--- src/design/psc_pkg.sv ---
// psc_pkg: shared types, constants and the crc-4 byte step for the
// pressure sensor compensation block; no dependencies
package psc_pkg;

	// calibration prom layout
	localparam int NUM_PROM  = 7;
	localparam int CFG_IDX_W = 3;
	localparam int PROM_W    = 16;

	// crc-4 constants
	localparam logic [15:0] CRC_POLY      = 16'h3000;
	localparam logic [15:0] CRC_BODY_MASK = 16'h0FFF;

	// compensation and window constants, hundredths of a degree and sensor units
	localparam int TEMP_BASE = 2000;
	localparam int TEMP_LO   = 1000;
	localparam int TEMP_HI   = 3000;
	localparam int PRES_LO   = 9000;
	localparam int PRES_HI   = 21000;

	typedef logic [NUM_PROM-1:0][PROM_W-1:0] prom_t;

	// status of the prom crc check
	typedef struct packed {
		logic busy;
		logic ok;
	} crc_stat_t;

	// eight shift steps of the crc remainder after one byte is folded in
	function automatic logic [15:0] crc_byte(input logic [15:0] rem_in);
		logic [15:0] r;
		r = rem_in;
		for (int i = 0; i < 8; i++) begin
			if (r[15]) begin
				r = {r[14:0], 1'b0} ^ CRC_POLY;
			end else begin
				r = {r[14:0], 1'b0};
			end
		end
		return r;
	endfunction

endpackage

--- src/design/psc_crc4.sv ---
// psc_crc4: byte-serial crc-4 check over the calibration prom words
// depends on psc_pkg
module psc_crc4 (
	input  logic               clk,
	input  logic               arst_n,
	input  logic               restart,
	input  psc_pkg::prom_t     prom,
	output psc_pkg::crc_stat_t stat
);
	import psc_pkg::*;

	logic [3:0]  cnt_q;
	logic        busy_q;
	logic        ok_q;
	logic [15:0] rem_q;
	logic [15:0] word;
	logic [7:0]  byte_in;
	logic [15:0] rem_next;

	// pick the word and byte for the current step; the eighth word is zero
	always_comb begin
		case (cnt_q[3:1])
			3'd0: word = prom[0] & CRC_BODY_MASK;
			3'd1: word = prom[1];
			3'd2: word = prom[2];
			3'd3: word = prom[3];
			3'd4: word = prom[4];
			3'd5: word = prom[5];
			3'd6: word = prom[6];
			default: word = '0;
		endcase
		byte_in  = cnt_q[0] ? word[7:0] : word[15:8];
		rem_next = crc_byte(rem_q ^ {8'h00, byte_in});
	end

	// sixteen byte steps after reset and after every prom write
	always_ff @(posedge clk or negedge arst_n) begin
		if (!arst_n) begin
			cnt_q  <= '0;
			busy_q <= 1'b1;
			ok_q   <= 1'b0;
			rem_q  <= '0;
		end else if (restart) begin
			cnt_q  <= '0;
			busy_q <= 1'b1;
			rem_q  <= '0;
		end else if (busy_q) begin
			rem_q <= rem_next;
			cnt_q <= cnt_q + 4'd1;
			if (cnt_q == 4'd15) begin
				busy_q <= 1'b0;
				ok_q   <= (rem_next[15:12] == prom[0][15:12]);
			end
		end
	end

	assign stat.busy = busy_q;
	assign stat.ok   = ok_q;

endmodule

--- config.mk ---
export PLATFORM = sky130hd
export DESIGN_NAME = psc_crc4
export DESIGN_NICKNAME = d
export VERILOG_FILES = /design/src/design/psc_pkg.sv /design/src/design/psc_crc4.sv
export SDC_FILE = /design/constraint.sdc
export NUM_CORES = 1
export LEC_CHECK = 0
export BUFFER_PORTS_ARGS = -buffer_cell sky130_fd_sc_hd__clkbuf_2
export CORE_MARGIN = 2
export CORE_UTILIZATION = 40
export CTS_CLUSTER_DIAMETER = 80
export DETAILED_ROUTE_END_ITERATION = 8
export PLACE_DENSITY = 0.74
export SYNTH_ARGS = -nofsm -noshare
export SYNTH_HDL_FRONTEND = slang
export SYNTH_SLANG_ARGS = --single-unit
export TNS_END_PERCENT = 5
--- constraint.sdc ---
create_clock -name clk -period 2.3 [get_ports clk]
set_input_delay 0.23 -clock clk [delete_from_list [all_inputs] [get_ports clk]]
set_output_delay 0.23 -clock clk [all_outputs]
set_load 0.02 [all_outputs]
-- Yosys cells after proc, flatten, opt, wreduce, memory -nomap -nowiden
Cells that the tools add are included.
- flip-flop bits (word level): 22
- input port bits: 115
- output and inout bits: 2
- word-level logic and storage cells: 43
- add/sub/neg operators: 1
- equal/unequal tests: 8
- mux-type cells: 17
- bitwise gates (word level): 10
- reductions and logical operators: 3
- operator list (operator ; count):
    14-bit 2-to-1 mux ; 8
    16-bit case mux with 7 select lines ; 1
    16-bit 2-to-1 mux ; 2
    2-bit NOT ; 8
    16-bit by 8-bit bitwise XOR with 16-bit output ; 1
    3-bit equality test (second input constant) ; 3
    4-bit 2-to-1 mux ; 2
    8-bit 2-to-1 mux ; 1
    3-bit by 2-bit equality test with 1-bit output (second input constant) ; 2
    4-bit by 1-bit adder with 4-bit output (second input constant) ; 1
    4-bit equality test ; 1
    4-bit equality test (second input constant) ; 1
    3-bit by 1-bit equality test with 1-bit output (second input constant) ; 1
    3-bit logical NOT ; 1
    1-bit 2-to-1 mux ; 3
    3-bit AND reduction ; 1
    2-bit nonzero test ; 1
    1-bit NOT ; 1

-- Longest topological paths before layout
- depth in word-level cells: 22
- depth in mapped cells: 10
- gate-level depth less buffers: 6

-- Least setup slack after synthesis
Ideal clock, no wire load.
- path type: reg-to-reg
- start point: register cnt_q[1]
- end point: register ok_q
- library setup time: 120 ps
- arrival time: 1834 ps
- slack: 346 ps
- cell stages (with the launch flop): 8
- buffers on the path: 1
- clock period less this slack: 1954 ps
- cells stage by stage: dfrtp_1 -> buf_4 -> or2_2 -> a221o_1 -> o21ai_0 -> nor2_1 -> xnor3_2 -> a41o_1
- cells in the longest elaborated chain, start to end: 15
- elaborated cells between the ends (all ways): 25
- those cells by class: eq/ne (8); mux (10); bitwise (5); reduce/logical (2)
- ends and longest elaborated chain (element ; RTL line ; text):
    start: declaration ; psc_crc4.sv:12 ; logic [3:0] cnt_q;
    start signal: assignment ; psc_crc4.sv:49 ; cnt_q <= cnt_q + 4'd1;
    3-bit equality test, or another cell as far along ; psc_crc4.sv:22 ; case (cnt_q[3:1])
    16-bit case mux with 7 select lines ; psc_crc4.sv:22 ;
    8-bit 2-to-1 mux ; psc_crc4.sv:32 ; byte_in = cnt_q[0] ? word[7:0] : word[15:8];
    16-bit by 8-bit bitwise XOR with 16-bit output ; psc_crc4.sv:33 ; rem_next = crc_byte(rem_q ^ {8'h00, byte_in});
    14-bit 2-to-1 mux (6 in series) ; psc_pkg.sv:34 ; if (r[15]) begin
    2-bit NOT (no source line) ; -- ;
    14-bit 2-to-1 mux ; psc_pkg.sv:34 ;
    2-bit NOT (no source line) ; -- ;
    14-bit 2-to-1 mux ; psc_pkg.sv:34 ;
    4-bit equality test ; psc_crc4.sv:52 ; ok_q <= (rem_next[15:12] == prom[0][15:12]);
    end signal: assignment ; psc_crc4.sv:52 ;
    end: declaration ; psc_crc4.sv:14 ; logic ok_q;
Parallel ways exist; a longest one is shown, timed or not.
A chain may end at the register's enable or synchronous reset.

-- Worst setup path in the final report
- start point: register cnt_q[2]
- end point: register ok_q
Same word-level chain as after synthesis.

==> metrics.csv <==
metric,value,unit
count of nets left with antenna violations after detail routing,0,
top-area cell type share of the netlist area,0.163,
Slew @ Worst Pin,0.403,ns
# rows,25,
minimum clock period,2.11,ns
layout cells sized above 1,0.475,
number of warnings issued by yosys,0,
gpl congestion,0.893,
Die Area,5580,sq um
Detailed Routing Iterations Pass 1,4,
setup ws final,0.191,ns
number of distinct library cell variants in the gate-level netlist after synthesis,58,
antenna violations before repair,0,
latest clock arrival within the worst-skew pair,0.25,ns
Total Wirelength,6060,microns
per-cell routed wire length,14.9,microns
area growth from synthesis to layout,34.6,%
post-detail-place hpwl,5110,microns
fraction of synthesis flops using an asynchronous set or reset pin,1.00,
Via Count,2163,
Root Driver,sky130_fd_sc_hd__clkbuf_8,
sequential share of the synthesized area,0.176,
Max VDD drop,326,uV
number of cells produced by synthesis,225,
post-placement setup slack,0.205,ns
setup repair after global routing missed its margin,false,
post-route clock period utilization,0.917,
post-detailed-route via-to-cell ratio,5.33,
count of input and output buffers,116,
type of the worst setup path,flip-flop to flip-flop,
final setup violation count,0,
cells taking the most area after synthesis,"sky130_fd_sc_hd__dfrtp_1 (16%), sky130_fd_sc_hd__xnor2_1 (7.0%), sky130_fd_sc_hd__mux4_2 (6.8%)",
maximum number of pins on one net before global-route repair,24,
Initial Util,0.418,
Synth top cells by count,"sky130_fd_sc_hd__nor2_1 (21), sky130_fd_sc_hd__xnor2_1 (16), sky130_fd_sc_hd__a21oi_1 (15)",
count of routing violations after the opening detailed-route iteration,111,
Fin Setup TNS,0,ns
wire length of the first global-routing pass,9800,microns
Post-synth top flop,sky130_fd_sc_hd__dfrtp_1,
number of post-CTS setup repair buffers,0,
highest clock rate,474,MHz
number of pins exceeding their max-slew limit in the final report,0,
die span in x,74.7,microns
CP startpoint kind,flip-flop,
core area,4790,sq um
Total Power Consumption,1.70,mW
max capacitance violation total,0,
clock tree from TritonCTS,built,
Post-Synthesis Mean Instance Area,8.88,sq um
antenna cell count,0,
Sink Count,14,
critical path endpoint category,flip-flop,
CTS clock-pin slew for the worst setup and hold paths,0.06,ns
buffer levels on the longest clock path,2,
mapped cell area,2000,sq um
total routing usage reported by global routing,0.229,
vias in the first global route,2241,
cell area power density,632,nW/um^2
Overflow after GRT,0,
post-layout net count,456,
static leakage,1.25,nW
result of the run,"complete, no violations",
Inserted Clock Buffers,3,
Post-Route Skew,0.00620,ns
remaining design rule violation count,0,
max_slew headroom,0.731,
CP Data Arrival Time,2.30,ns
level count of the clock H-tree,1,
Ports,117,
number of endpoints with negative hold slack in the final report,0,
number of nets in the synthesized netlist,341,
height of the die,74.7,microns
most frequently used cell type in the post-synthesis netlist,sky130_fd_sc_hd__nor2_1,
Seq cells post-synth,14,
worst path required time,2.49,ns
number of synthesized flops with an enable pin,0,
cell type with the highest aggregate area in the netlist,sky130_fd_sc_hd__dfrtp_1,
classification of the worst-slack hold path,input pin to flip-flop,
maximum net fanout on the critical path,15,
[report_power, final]
group | internal [mW] | switching [mW]
sequential | 0.293 | 0.0559
clock | 0.123 | 0.0886
combinational | 0.629 | 0.510
[timing repair]
item | in CTS | in global routing
resized for setup | 0 | 0
hold buffers | 1 | 0
setup endpoints to repair | 0 | 0
endpoints found under the hold margin | 13 | 0
[final cells by class]
class / instances / area (sq um)
fillers: 441 / 2100
clock buffers: 4 / 45.0
repair buffers: 132 / 703
multi-input cells: 185 / 1490
well taps: 67 / 83.8
inverters: 4 / 15.0
flip-flops and latches: 14 / 353
[flip-flops by register name, indices dropped and copies added (netlist names)]
name and cells:
busy_q 1, ok_q 1, cnt_q 4, rem_q 8
[metrics by stage]
step	utilization	hold slack (ns)	cells	area (sq um)
2_1_floorplan	-	-0.0656	225	2000
3_3_place_gp	0.551	0.155	401	2640
3_5_place_dp	0.551	0.156	401	2640
4_1_cts	0.562	0.346	406	2690
5_1_grt	0.562	0.372	406	2690
6_report	0.562	0.342	406	2690
[worst max-delay path: stages, from the launching register on]
cell,delay [ns]
sky130_fd_sc_hd__dfrtp_2,0.54
sky130_fd_sc_hd__buf_4,0.22
sky130_fd_sc_hd__mux2i_1,0.20
sky130_fd_sc_hd__o21ai_1,0.11
sky130_fd_sc_hd__a2111oi_4,0.43
sky130_fd_sc_hd__o21ai_0,0.15
sky130_fd_sc_hd__a211oi_1,0.21
sky130_fd_sc_hd__a41o_1,0.19
[per-layer routing]
layer	part of all wire	global-route usage	wire length, microns
met1	0.41	0.273	2490
met2	0.50	0.425	3030
met3	0.070	0.0335	425
met4	0.019	0.0714	117
met5	0	0	0
[kinds of logic (layout without fill, tap and decap cells)]
kind of cell	after synthesis	count (layout)	synth area share
muxes	30	30	0.198
and+or+nand+nor	65	65	0.170
DFF	14	14	0.176
xor gates and xnor gates	22	22	0.111
buffers and inverters	26	140	0.0783
adders and majority gates	1	1	0.00626
AOI/OAI and AO/OA	67	67	0.259
[final timing paths]
kind / to / startpoint / depth (start not counted) / slack (ns)
worst max-delay path: ok_q$_DFFE_PN0P_ / cnt_q[2]$_DFFE_PN0P_ / 7 / 0.19
worst min-delay path: rem_q[13]$_DFFE_PN0P_ / restart / 2 / 0.34
worst max register to register: ok_q$_DFFE_PN0P_ / cnt_q[2]$_DFFE_PN0P_ / 7 / 0.19
worst min register to register: rem_q[12]$_DFFE_PN0P_ / rem_q[12]$_DFFE_PN0P_ / 2 / 0.59
max in group asynchronous: busy_q$_DFF_PN1_ / arst_n / 2 / 1.56
min in group asynchronous: rem_q[14]$_DFFE_PN0P_ / arst_n / 2 / 0.43
[cells in the final DEF, fill, tap and decap left out, types with 5 or more instances in the layout]
cell type and instances:
sky130_fd_sc_hd__dfrtp_1 12, sky130_fd_sc_hd__nand2_1 8, sky130_fd_sc_hd__o21ai_0 11, sky130_fd_sc_hd__nor2_1 21, sky130_fd_sc_hd__mux2_2 6, sky130_fd_sc_hd__clkbuf_2 116, sky130_fd_sc_hd__xnor2_1 16, sky130_fd_sc_hd__buf_4 15
sky130_fd_sc_hd__mux2i_1 13, sky130_fd_sc_hd__a21oi_1 15, sky130_fd_sc_hd__nand2b_1 6, sky130_fd_sc_hd__a211oi_1 5, sky130_fd_sc_hd__nor3_1 5, sky130_fd_sc_hd__nand3b_1 5, sky130_fd_sc_hd__mux4_2 6, sky130_fd_sc_hd__a221oi_1 6
Power figures use the tool's default switching activity.
